## src/ost_pkg.sv

```systemverilog
package ost_pkg;

  // table geometry
  localparam int SLOTS  = 64;
  localparam int SLOT_W = $clog2(SLOTS);

  // item field widths
  localparam int MODE_W = 2;
  localparam int OBJ_W  = 16;
  localparam int IDX_W  = 6;
  localparam int CNT_W  = 16;
  localparam int ST_W   = 3;

  localparam logic [CNT_W-1:0] COUNT_MAX = {CNT_W{1'b1}};

  // request modes
  localparam logic [MODE_W-1:0] MODE_GET   = 2'd0;
  localparam logic [MODE_W-1:0] MODE_PUT   = 2'd1;
  localparam logic [MODE_W-1:0] MODE_CLEAR = 2'd2;

  typedef logic [SLOT_W-1:0] slot_t;

  // result status codes
  typedef enum logic [ST_W-1:0] {
    ST_HIT      = 3'd0,
    ST_CLAIMED  = 3'd1,
    ST_FULL     = 3'd2,
    ST_IDLE     = 3'd3,
    ST_HELD     = 3'd4,
    ST_RELEASED = 3'd5,
    ST_CLEARED  = 3'd6
  } status_t;

  // datapath actions selected by the control word
  typedef enum logic [3:0] {
    ACT_NONE,
    ACT_FETCH,
    ACT_SCAN,
    ACT_HIT,
    ACT_CLAIM,
    ACT_FULL,
    ACT_PUT_RD,
    ACT_PUT,
    ACT_IGNORE,
    ACT_CLEAR
  } act_t;

  // sequencer to datapath
  typedef struct packed {
    act_t act;
    logic rdy;
  } ctl_t;

  // datapath to sequencer
  typedef struct packed {
    logic              accept;
    logic [MODE_W-1:0] mode;
    logic              scan_done;
    logic              found;
    logic              no_free;
    logic              put_idle;
    logic              out_free;
  } flags_t;

endpackage

```

## src/ost_in_if.sv

```systemverilog
interface ost_in_if;
  import ost_pkg::*;

  logic              valid;
  logic              ready;
  logic [MODE_W-1:0] mode;
  logic [OBJ_W-1:0]  object_number;
  logic [IDX_W-1:0]  slot_index;

  modport source (output valid, mode, object_number, slot_index, input ready);
  modport sink   (input valid, mode, object_number, slot_index, output ready);
endinterface

```

## src/ost_out_if.sv

```systemverilog
interface ost_out_if;
  import ost_pkg::*;

  logic             valid;
  logic             ready;
  logic [ST_W-1:0]  status;
  logic [IDX_W-1:0] slot_out;
  logic [OBJ_W-1:0] object_out;
  logic [CNT_W-1:0] count_out;

  modport source (output valid, status, slot_out, object_out, count_out, input ready);
  modport sink   (input valid, status, slot_out, object_out, count_out, output ready);
endinterface

```

## src/refcounted_open_slot_table_unit.sv

```systemverilog
// get: scan with one table slot compared per cycle, then hit, or claim or full on a miss;
//   a hit at slot k ends the scan at that slot
// put: live check and count read, then update; clear: resets all live bits
// one item in flight; the next item is accepted in the fetch step that follows the result step;
//   a waiting result holds the result step
// reset (synchronous, active low) clears all live bits directly, no clearing pass
module refcounted_open_slot_table_unit (
  input  logic      clk,
  input  logic      rst_n,
  ost_in_if.sink    in_chan,
  ost_out_if.source out_chan
);
  import ost_pkg::*;

  ctl_t   ctl;
  flags_t fl;

  // control store sequencer
  ost_useq u_useq (
    .clk   (clk),
    .rst_n (rst_n),
    .fl    (fl),
    .ctl   (ctl)
  );

  // table datapath
  ost_dpath u_dpath (
    .clk      (clk),
    .rst_n    (rst_n),
    .in_chan  (in_chan),
    .out_chan (out_chan),
    .ctl      (ctl),
    .fl       (fl)
  );

endmodule

```

## src/ost_useq.sv

```systemverilog
module ost_useq (
  input  logic           clk,
  input  logic           rst_n,
  input  ost_pkg::flags_t fl,
  output ost_pkg::ctl_t   ctl
);
  import ost_pkg::*;

  typedef logic [3:0] upc_t;

  // program steps
  localparam upc_t U_FETCH   = 4'd0;
  localparam upc_t U_SCAN    = 4'd1;
  localparam upc_t U_DECIDE  = 4'd2;
  localparam upc_t U_MISS    = 4'd3;
  localparam upc_t U_CLAIM   = 4'd4;
  localparam upc_t U_HIT     = 4'd5;
  localparam upc_t U_FULL    = 4'd6;
  localparam upc_t U_PUT_CHK = 4'd7;
  localparam upc_t U_PUT_UPD = 4'd8;
  localparam upc_t U_PUT_IGN = 4'd9;
  localparam upc_t U_CLEAR   = 4'd10;

  typedef enum logic [2:0] {
    C_NEVER,
    C_ALWAYS,
    C_DISPATCH,
    C_SCAN_DONE,
    C_FOUND,
    C_NO_FREE,
    C_PUT_IDLE
  } cond_t;

  typedef struct packed {
    cond_t cond;
    upc_t  tgt;
    logic  stay;
    act_t  act;
    logic  emit;
    logic  rdy;
  } uword_t;

  // control store
  function automatic uword_t ucode(input upc_t a);
    uword_t w;
    w = '{cond: C_ALWAYS, tgt: U_FETCH, stay: 1'b0, act: ACT_NONE, emit: 1'b0, rdy: 1'b0};
    unique case (a)
      U_FETCH:   w = '{cond: C_DISPATCH, tgt: U_FETCH, stay: 1'b1, act: ACT_FETCH,
                       emit: 1'b0, rdy: 1'b1};
      U_SCAN:    w = '{cond: C_SCAN_DONE, tgt: U_DECIDE, stay: 1'b1, act: ACT_SCAN,
                       emit: 1'b0, rdy: 1'b0};
      U_DECIDE:  w = '{cond: C_FOUND, tgt: U_HIT, stay: 1'b0, act: ACT_NONE,
                       emit: 1'b0, rdy: 1'b0};
      U_MISS:    w = '{cond: C_NO_FREE, tgt: U_FULL, stay: 1'b0, act: ACT_NONE,
                       emit: 1'b0, rdy: 1'b0};
      U_CLAIM:   w = '{cond: C_ALWAYS, tgt: U_FETCH, stay: 1'b0, act: ACT_CLAIM,
                       emit: 1'b1, rdy: 1'b0};
      U_HIT:     w = '{cond: C_ALWAYS, tgt: U_FETCH, stay: 1'b0, act: ACT_HIT,
                       emit: 1'b1, rdy: 1'b0};
      U_FULL:    w = '{cond: C_ALWAYS, tgt: U_FETCH, stay: 1'b0, act: ACT_FULL,
                       emit: 1'b1, rdy: 1'b0};
      U_PUT_CHK: w = '{cond: C_PUT_IDLE, tgt: U_PUT_IGN, stay: 1'b0, act: ACT_PUT_RD,
                       emit: 1'b0, rdy: 1'b0};
      U_PUT_UPD: w = '{cond: C_ALWAYS, tgt: U_FETCH, stay: 1'b0, act: ACT_PUT,
                       emit: 1'b1, rdy: 1'b0};
      U_PUT_IGN: w = '{cond: C_ALWAYS, tgt: U_FETCH, stay: 1'b0, act: ACT_IGNORE,
                       emit: 1'b1, rdy: 1'b0};
      U_CLEAR:   w = '{cond: C_ALWAYS, tgt: U_FETCH, stay: 1'b0, act: ACT_CLEAR,
                       emit: 1'b1, rdy: 1'b0};
      default:   w = '{cond: C_ALWAYS, tgt: U_FETCH, stay: 1'b0, act: ACT_NONE,
                       emit: 1'b0, rdy: 1'b0};
    endcase
    return w;
  endfunction

  // entry point per request mode
  function automatic upc_t dispatch(input logic [MODE_W-1:0] m);
    upc_t t;
    t = U_FETCH;
    unique case (m)
      MODE_GET:   t = U_SCAN;
      MODE_PUT:   t = U_PUT_CHK;
      MODE_CLEAR: t = U_CLEAR;
      default:    t = U_FETCH;
    endcase
    return t;
  endfunction

  upc_t   upc_r, upc_nxt;
  uword_t uw;
  logic   go;
  logic   cond_true;

  // step sequencing
  always_comb begin
    uw = ucode(upc_r);
    go = (!uw.emit || fl.out_free) && (!uw.rdy || fl.accept);
    unique case (uw.cond)
      C_NEVER:     cond_true = 1'b0;
      C_ALWAYS:    cond_true = 1'b1;
      C_DISPATCH:  cond_true = 1'b1;
      C_SCAN_DONE: cond_true = fl.scan_done;
      C_FOUND:     cond_true = fl.found;
      C_NO_FREE:   cond_true = fl.no_free;
      C_PUT_IDLE:  cond_true = fl.put_idle;
      default:     cond_true = 1'b0;
    endcase
    if (!go) begin
      upc_nxt = upc_r;
    end else if (uw.cond == C_DISPATCH) begin
      upc_nxt = dispatch(fl.mode);
    end else if (cond_true) begin
      upc_nxt = uw.tgt;
    end else if (uw.stay) begin
      upc_nxt = upc_r;
    end else begin
      upc_nxt = upc_r + 4'd1;
    end
    ctl.act = go ? uw.act : ACT_NONE;
    ctl.rdy = uw.rdy;
  end

  // step counter
  always_ff @(posedge clk) begin
    if (!rst_n) begin
      upc_r <= U_FETCH;
    end else begin
      upc_r <= upc_nxt;
    end
  end

endmodule

```

## src/ost_dpath.sv

```systemverilog
module ost_dpath (
  input  logic            clk,
  input  logic            rst_n,
  ost_in_if.sink          in_chan,
  ost_out_if.source       out_chan,
  input  ost_pkg::ctl_t   ctl,
  output ost_pkg::flags_t fl
);
  import ost_pkg::*;

  // tables: live bits in flops, object numbers and counts in memories
  logic [SLOTS-1:0] live_r;
  logic [OBJ_W-1:0] obj_mem [SLOTS];
  logic [CNT_W-1:0] cnt_mem [SLOTS];

  // latched item
  logic [OBJ_W-1:0] obj_r;
  logic [IDX_W-1:0] slot_in_r;

  // scan pipeline
  slot_t            idx_r, idx_d_r, free_slot_r, sel_slot_r;
  logic             cmp_vld_r, last_d_r, live_d_r, have_free_r, found_r;
  logic [OBJ_W-1:0] obj_rd_r;
  logic [CNT_W-1:0] cnt_rd_r, sel_cnt_r;

  // result register
  logic             out_valid_r;
  status_t          status_r;
  logic [IDX_W-1:0] slot_out_r;
  logic [OBJ_W-1:0] object_out_r;
  logic [CNT_W-1:0] count_out_r;

  slot_t            put_idx, rd_addr, cnt_wa;
  logic             put_range, put_live;
  logic             hit_now, free_now, scan_done;
  logic             cnt_we, obj_we, emit;
  logic [CNT_W-1:0] cnt_inc, cnt_dec, cnt_wd;

  // compare stage and put decode
  always_comb begin
    put_idx   = slot_t'(slot_in_r);
    put_range = 32'(slot_in_r) < SLOTS;
    put_live  = put_range && live_r[put_idx];
    hit_now   = cmp_vld_r && live_d_r && (obj_rd_r == obj_r);
    free_now  = cmp_vld_r && !live_d_r && !have_free_r;
    scan_done = cmp_vld_r && (hit_now || last_d_r);
    rd_addr   = (ctl.act == ACT_PUT_RD) ? put_idx : idx_r;
    cnt_inc   = (sel_cnt_r == COUNT_MAX) ? sel_cnt_r : sel_cnt_r + CNT_W'(1);
    cnt_dec   = cnt_rd_r - CNT_W'(1);
  end

  // count and object write port
  always_comb begin
    cnt_we = 1'b0;
    obj_we = 1'b0;
    cnt_wa = sel_slot_r;
    cnt_wd = cnt_inc;
    unique case (ctl.act)
      ACT_HIT: begin
        cnt_we = 1'b1;
      end
      ACT_CLAIM: begin
        cnt_we = 1'b1;
        obj_we = 1'b1;
        cnt_wd = CNT_W'(1);
      end
      ACT_PUT: begin
        cnt_we = 1'b1;
        cnt_wa = put_idx;
        cnt_wd = cnt_dec;
      end
      default: begin
        cnt_we = 1'b0;
      end
    endcase
    emit = (ctl.act == ACT_HIT) || (ctl.act == ACT_CLAIM) || (ctl.act == ACT_FULL) ||
           (ctl.act == ACT_PUT) || (ctl.act == ACT_IGNORE) || (ctl.act == ACT_CLEAR);
  end

  // memories, registered read held outside scan and put read steps
  always_ff @(posedge clk) begin
    if (cnt_we) begin
      cnt_mem[cnt_wa] <= cnt_wd;
    end
    if (obj_we) begin
      obj_mem[sel_slot_r] <= obj_r;
    end
    if (ctl.act == ACT_SCAN || ctl.act == ACT_PUT_RD) begin
      obj_rd_r <= obj_mem[rd_addr];
      cnt_rd_r <= cnt_mem[rd_addr];
    end
  end

  // control state
  always_ff @(posedge clk) begin
    if (!rst_n) begin
      live_r      <= '0;
      out_valid_r <= 1'b0;
      cmp_vld_r   <= 1'b0;
    end else begin
      cmp_vld_r <= (ctl.act == ACT_SCAN);
      if (emit) begin
        out_valid_r <= 1'b1;
      end else if (out_chan.ready) begin
        out_valid_r <= 1'b0;
      end
      if (ctl.act == ACT_CLEAR) begin
        live_r <= '0;
      end else if (ctl.act == ACT_CLAIM) begin
        live_r[sel_slot_r] <= 1'b1;
      end else if (ctl.act == ACT_PUT && cnt_dec == '0) begin
        live_r[put_idx] <= 1'b0;
      end
    end
  end

  // item latch and scan registers
  always_ff @(posedge clk) begin
    if (ctl.act == ACT_FETCH) begin
      obj_r       <= in_chan.object_number;
      slot_in_r   <= in_chan.slot_index;
      idx_r       <= '0;
      have_free_r <= 1'b0;
    end
    if (ctl.act == ACT_SCAN) begin
      idx_d_r  <= idx_r;
      last_d_r <= (32'(idx_r) == SLOTS - 1);
      live_d_r <= live_r[idx_r];
      if (32'(idx_r) != SLOTS - 1) begin
        idx_r <= idx_r + SLOT_W'(1);
      end
      if (free_now) begin
        have_free_r <= 1'b1;
        free_slot_r <= idx_d_r;
      end
      if (scan_done) begin
        found_r    <= hit_now;
        sel_cnt_r  <= cnt_rd_r;
        sel_slot_r <= hit_now ? idx_d_r : (free_now ? idx_d_r : free_slot_r);
      end
    end
  end

  // result fields
  always_ff @(posedge clk) begin
    unique case (ctl.act)
      ACT_HIT: begin
        status_r     <= ST_HIT;
        slot_out_r   <= IDX_W'(sel_slot_r);
        object_out_r <= obj_r;
        count_out_r  <= cnt_inc;
      end
      ACT_CLAIM: begin
        status_r     <= ST_CLAIMED;
        slot_out_r   <= IDX_W'(sel_slot_r);
        object_out_r <= obj_r;
        count_out_r  <= CNT_W'(1);
      end
      ACT_FULL: begin
        status_r     <= ST_FULL;
        slot_out_r   <= '0;
        object_out_r <= obj_r;
        count_out_r  <= '0;
      end
      ACT_PUT: begin
        slot_out_r <= slot_in_r;
        if (cnt_dec == '0) begin
          status_r     <= ST_RELEASED;
          object_out_r <= obj_rd_r;
          count_out_r  <= '0;
        end else begin
          status_r     <= ST_HELD;
          object_out_r <= '0;
          count_out_r  <= cnt_dec;
        end
      end
      ACT_IGNORE: begin
        status_r     <= ST_IDLE;
        slot_out_r   <= slot_in_r;
        object_out_r <= '0;
        count_out_r  <= '0;
      end
      ACT_CLEAR: begin
        status_r     <= ST_CLEARED;
        slot_out_r   <= '0;
        object_out_r <= '0;
        count_out_r  <= '0;
      end
      default: begin
        status_r <= status_r;
      end
    endcase
  end

  // ports and flags
  assign in_chan.ready       = ctl.rdy;
  assign out_chan.valid      = out_valid_r;
  assign out_chan.status     = status_r;
  assign out_chan.slot_out   = slot_out_r;
  assign out_chan.object_out = object_out_r;
  assign out_chan.count_out  = count_out_r;

  assign fl.accept    = in_chan.valid && ctl.rdy;
  assign fl.mode      = in_chan.mode;
  assign fl.scan_done = scan_done;
  assign fl.found     = found_r;
  assign fl.no_free   = !have_free_r;
  assign fl.put_idle  = !put_live;
  assign fl.out_free  = !out_valid_r || out_chan.ready;

`ifndef SYNTHESIS
  // a claim takes a slot that was free
  a_claim_free: assert property (@(posedge clk) disable iff (!rst_n)
    ctl.act == ACT_CLAIM |-> !live_r[sel_slot_r])
    else $error("claim on a live slot");

  // a hit updates a live slot
  a_hit_live: assert property (@(posedge clk) disable iff (!rst_n)
    ctl.act == ACT_HIT |-> live_r[sel_slot_r])
    else $error("hit on a free slot");

  // a release only touches a live slot
  a_put_live: assert property (@(posedge clk) disable iff (!rst_n)
    ctl.act == ACT_PUT |-> put_live)
    else $error("put update on a free slot");

  // clear empties the table
  a_clear_empty: assert property (@(posedge clk) disable iff (!rst_n)
    ctl.act == ACT_CLEAR |=> live_r == '0)
    else $error("table not empty after clear");

  // a result is never written over one still waiting
  a_no_overrun: assert property (@(posedge clk) disable iff (!rst_n)
    out_valid_r && !out_chan.ready |=> out_valid_r && $stable(status_r))
    else $error("pending item overwritten");
`endif

endmodule
```

## src/flat_wrapper.sv

```systemverilog
// flat-port wrapper written by rule: the top's interface ports become plain ports
module refcounted_open_slot_table_unit_flat import ost_pkg::*;
  (clk, rst_n, in_chan_valid, in_chan_mode, in_chan_object_number, in_chan_slot_index, in_chan_ready, out_chan_valid, out_chan_status, out_chan_slot_out, out_chan_object_out, out_chan_count_out, out_chan_ready);
  ost_in_if in_chan_i ();
  ost_out_if out_chan_i ();
  input  logic clk;
  input  logic rst_n;
  input wire logic [$bits(in_chan_i.valid)-1:0] in_chan_valid;
  input wire logic [$bits(in_chan_i.mode)-1:0] in_chan_mode;
  input wire logic [$bits(in_chan_i.object_number)-1:0] in_chan_object_number;
  input wire logic [$bits(in_chan_i.slot_index)-1:0] in_chan_slot_index;
  output wire logic [$bits(in_chan_i.ready)-1:0] in_chan_ready;
  output wire logic [$bits(out_chan_i.valid)-1:0] out_chan_valid;
  output wire logic [$bits(out_chan_i.status)-1:0] out_chan_status;
  output wire logic [$bits(out_chan_i.slot_out)-1:0] out_chan_slot_out;
  output wire logic [$bits(out_chan_i.object_out)-1:0] out_chan_object_out;
  output wire logic [$bits(out_chan_i.count_out)-1:0] out_chan_count_out;
  input wire logic [$bits(out_chan_i.ready)-1:0] out_chan_ready;
  assign in_chan_i.valid = in_chan_valid;
  assign in_chan_i.mode = in_chan_mode;
  assign in_chan_i.object_number = in_chan_object_number;
  assign in_chan_i.slot_index = in_chan_slot_index;
  assign in_chan_ready = in_chan_i.ready;
  assign out_chan_valid = out_chan_i.valid;
  assign out_chan_status = out_chan_i.status;
  assign out_chan_slot_out = out_chan_i.slot_out;
  assign out_chan_object_out = out_chan_i.object_out;
  assign out_chan_count_out = out_chan_i.count_out;
  assign out_chan_i.ready = out_chan_ready;
  refcounted_open_slot_table_unit u_core (.clk(clk), .rst_n(rst_n), .in_chan(in_chan_i), .out_chan(out_chan_i));
endmodule
```

## config.mk

```make
export PLATFORM = sky130hd
export DESIGN_NAME = refcounted_open_slot_table_unit_flat
export DESIGN_NICKNAME = d
export VERILOG_FILES = /design/src/ost_pkg.sv /design/src/ost_in_if.sv /design/src/ost_out_if.sv /design/src/refcounted_open_slot_table_unit.sv /design/src/ost_useq.sv /design/src/ost_dpath.sv /design/src/flat_wrapper.sv
export SDC_FILE = /design/constraint.sdc
export NUM_CORES = 2
export LEC_CHECK = 0
export BUFFER_PORTS_ARGS = -buffer_cell sky130_fd_sc_hd__buf_2
export CORE_ASPECT_RATIO = 0.75
export CORE_UTILIZATION = 25
export DETAILED_ROUTE_END_ITERATION = 8
export GPL_TIMING_DRIVEN = 0
export PLACE_DENSITY_LB_ADDON = 0.08
export SYNTH_ARGS = -nofsm -noshare
export SYNTH_HDL_FRONTEND = slang
export SYNTH_SLANG_ARGS = --single-unit
```

## constraint.sdc

```tcl
create_clock -name clk -period 12.22 [get_ports clk]
set_clock_uncertainty 0.05 [all_clocks]
set_input_delay 0.611 -clock clk [delete_from_list [all_inputs] [get_ports clk]]
set_output_delay 0.611 -clock clk [all_outputs]
set_load 0.03 [all_outputs]
```

==> summary.txt <==
Status
  – Status: complete, but fails checks
  – Failing checks: capacitance limit, slew limit

Clock tree
  – Clk root buf: clkbuf_16
  – Worst-path clk slew: 0.06 ns
  – Later-pin clock latency in the skew report: 0.95 ns
  – # resized after CTS: 0
  – CTS Buf Count: 245
  – Clk sink count: 2271
  – CTS tree: yes
  – CTS max path bufs: 4
  – Htree depth: 4

Yosys
  – Ys flop type: edfxtp_1
  – Syn_nets: 7347
  – Sequential area share after synthesis: 0.729
  – Flops & latches, synth: 2271
  – Mapped Cells: 7305
  – Post-synth EDFFs: 2180
  – Asr flop ratio synth: 0
  – Synth Area per Inst: 12.6 um2
  – Synthesized area: 0.0922 mm2
  – Ys Warns: 0
  – Area share of the largest cell type after synthesis: 0.710
  – Dominant cell type by area after synthesis: edfxtp_1
  – Top post-synthesis cells by area: edfxtp_1 71%, nand2_1 8.7%, nand3_1 5.6%
  – Cell variety after synth: 80

Timing
  – Slew headroom: -0.167
  – Worst Tran Pin Value: 1.74 ns
  – Final setup vio count: 0
  – Hold slack: 0.134 ns
  – Highest clock rate: 0.131 GHz
  – Min Tclk post-route: 7.65 ns
  – Setup TNS: 0 ns
  – Final-report hold violation count: 0
  – RSZ-0062 raised after global routing: no
  – Period Utilization, post-route: 0.626
  – Final slew viol count: 26

Global route
  – Vias in the first global route: 60.0k
  – Pin count of the biggest net entering global routing: 31
  – Initial antenna violation count: 54
  – GRT Residual Overflow: 0
  – First-pass GRT wire length: 544000 um
  – GRT Total Usage: 0.215

Detailed routing
  – Drt pass-1 iters: 7
  – WL/cell: 31.5 um
  – Number of nets with antenna violations after routing: 0
  – Vias per inst: 5.01
  – DR vias: 65.0k
  – DRC: 0
  – 1st-iter DRT viols: 8652
  – WL final: 409000 um

Placed design
  – Routability cong.: 0.914
  – Post-DP HPWL: 305000 um
  – # port buffers: 69
  – Placed instance count: 12.5k
  – Placement Cell Area: 0.104 mm2

Critical path
  – Startpoint types: flip-flop
  – CP bufs+invs: 7
  – Critical Path Slowest Stage Cell: a311oi_1
  – WP data required: 12.80 ns
  – Crit Path Max Fanout: 10
  – CP peak stage delay: 1.42 ns
  – Cells along the critical path: buf_6 > buf_2 > clkbuf_1 > mux2_2 > buf_2 > clkbuf_2 > buf_16 > clkbuf_1 > nand3_1 > a311oi_1 > a311oi_1 > a211oi_1 > a21oi_1
  – Critical Path Sink Type: flip-flop
  – Arrival @ worst endpoint: 8.24 ns
  – Crit path kind: flip-flop to flip-flop
  – Family with the most delay on the worst path: buffers and inverters

Floorplan
  – Core area: 0.366 mm2
  – IO Count: 71
  – Initial Util: 0.252
  – # rows: 192
  – Die area: 0.371 mm2
  – Die span in x: 703 um
  – Chip height: 528 um

Power
  – Max VDD drop: 131 uV
  – P per Cell Area: 209 mW/mm2
  – P_leak: 37.6 nW

Final layout
  – Filler cells: 36.7k
  – Commonest non-fill, non-tap cell in the layout: edfxtp_1
  – Non-Filler Instances: 13.0k
  – Fin nets: 7948
  – P&R area growth vs syn: 21.6%
  – Layout cells sized above 1: 0.133
  – Design area: 0.112 mm2
  – Most frequent cells in the layout: 2180 x edfxtp_1, 2130 x nand2_1, 1041 x nand3_1

Job
  – Max Cap Viol: 8

Min path
  – Worst Hold Class: input pin to flip-flop
[metrics by stage]
stage	util	worst slack, ns	power [W]
final	0.307	4.57	0.0235
after global routing	0.306	4.72	0.0242
after CTS	0.306	4.85	0.0236
after detailed placement	0.285	4.73	0.0163
after global placement	0.270	-2.56	0.0159
after floorplan	-	6.97	0.0123
[what timing repair did]
item | CTS | global route
hold endpoints to repair | 23 | 0
hold buffers | 23 | 0
buffers inserted | 0 | 0
[report_power, final]
part	internal, W	switching, W	total (W)	leakage (nW)
logic	0.00168	0.00524	0.00691	13.6
registers	0.00915	0.000182	0.00933	20.4
clock network	0.00402	0.00320	0.00722	3.69
total	0.0148	0.00862	0.0235	37.6
[area by class of cell]
cell class,count,area [um2],share of cell area
Antenna cell,18,45.0,0.000402
Buffer,498,2140,0.0190
Clock buffer,332,6750,0.0601
Clock inverter,114,761,0.00678
Inverter,19,71.3,0.000636
Multi-Input combinational cell,4517,23600,0.210
Sequential cell,2271,67300,0.600
Tap cell,4850,6070,0.0541
Timing Repair Buffer,354,5490,0.0490
[worst paths after layout]
path | startpoint | end | slack [ns] | cells after the start
worst max-delay path | u_core.u_dpath.put_idx[0]$_DFFE_PP_ | u_core.u_dpath.cnt_rd_r[10]$_DFFE_PP_ | 4.57 | 13
worst min-delay path | rst_n | u_core.u_useq.uw[6]$_SDFF_PP0_ | 0.13 | 2
worst max register to register | u_core.u_dpath.put_idx[0]$_DFFE_PP_ | u_core.u_dpath.cnt_rd_r[10]$_DFFE_PP_ | 4.57 | 13
worst min register to register | u_core.u_dpath.idx_r[2]$_DFF_P_ | u_core.u_dpath.idx_d_r[2]$_DFFE_PP_ | 0.39 | 0
[cells by family (layout without fill, tap and decap cells)]
group | after synthesis | count (layout) | share of synthesized area
xor gates and xnor gates | 43 | 43 | 0.00408
AOI/OAI and AO/OA | 773 | 773 | 0.0611
and+or+nand+nor | 3614 | 3614 | 0.168
other | 0 | 18 | 0
buffers and inverters | 517 | 1317 | 0.0237
adders and majority gates | 14 | 14 | 0.00190
muxes | 73 | 73 | 0.0116
DFF | 2271 | 2271 | 0.729
[routing by layer]
layer	GRT usage	part of all wire	routed length, um	up-vias
met1	0.347	0.51	207000	33800
met4	0.0495	0.025	10100	4
met5	0	0.000051	21	-
met2	0.292	0.40	162000	2517
met3	0.0362	0.074	30300	407
li1	-	-	-	28300
[flip-flops by register name, summed over array words and instances (netlist names), 3 cells and up]
name,cells
u_core.u_dpath.cnt_mem,1024
u_core.u_dpath.obj_mem,1024
u_core.u_dpath.live_r,64
u_core.u_dpath.cnt_rd_r,16
u_core.u_dpath.obj_r,16
u_core.u_dpath.obj_rd_r,16
u_core.u_dpath.out_chan.count_out,16
u_core.u_dpath.out_chan.object_out,16
u_core.u_dpath.sel_cnt_r,16
u_core.u_useq.uw,14
u_core.u_dpath.free_slot_r,6
u_core.u_dpath.idx_d_r,6
u_core.u_dpath.idx_r,6
u_core.u_dpath.out_chan.slot_out,6
u_core.u_dpath.put_idx,6
u_core.u_dpath.sel_slot_r,6
u_core.u_useq.upc_r,4
u_core.u_dpath.out_chan.status,3
[cells in the mapped netlist, types with 18 or more instances]
| cell | instances |
|---|---|
| a21oi_1 | 144 |
| a22o_1 | 25 |
| nor3_1 | 25 |
| mux2i_1 | 26 |
| mux4_2 | 22 |
| a211oi_1 | 38 |
| inv_1 | 19 |
| nand2b_1 | 18 |
| o21ai_0 | 98 |
| clkbuf_1 | 301 |
| edfxtp_1 | 2180 |
| buf_2 | 159 |
| nand2_1 | 2132 |
| dfxtp_1 | 91 |
| nor2_1 | 189 |
| and3_1 | 139 |
| a311oi_1 | 321 |
| xor2_1 | 33 |
| nand3_1 | 1041 |
| a31oi_1 | 67 |
| buf_1 | 32 |
| mux2_2 | 20 |
Power figures use the tool's default switching activity.
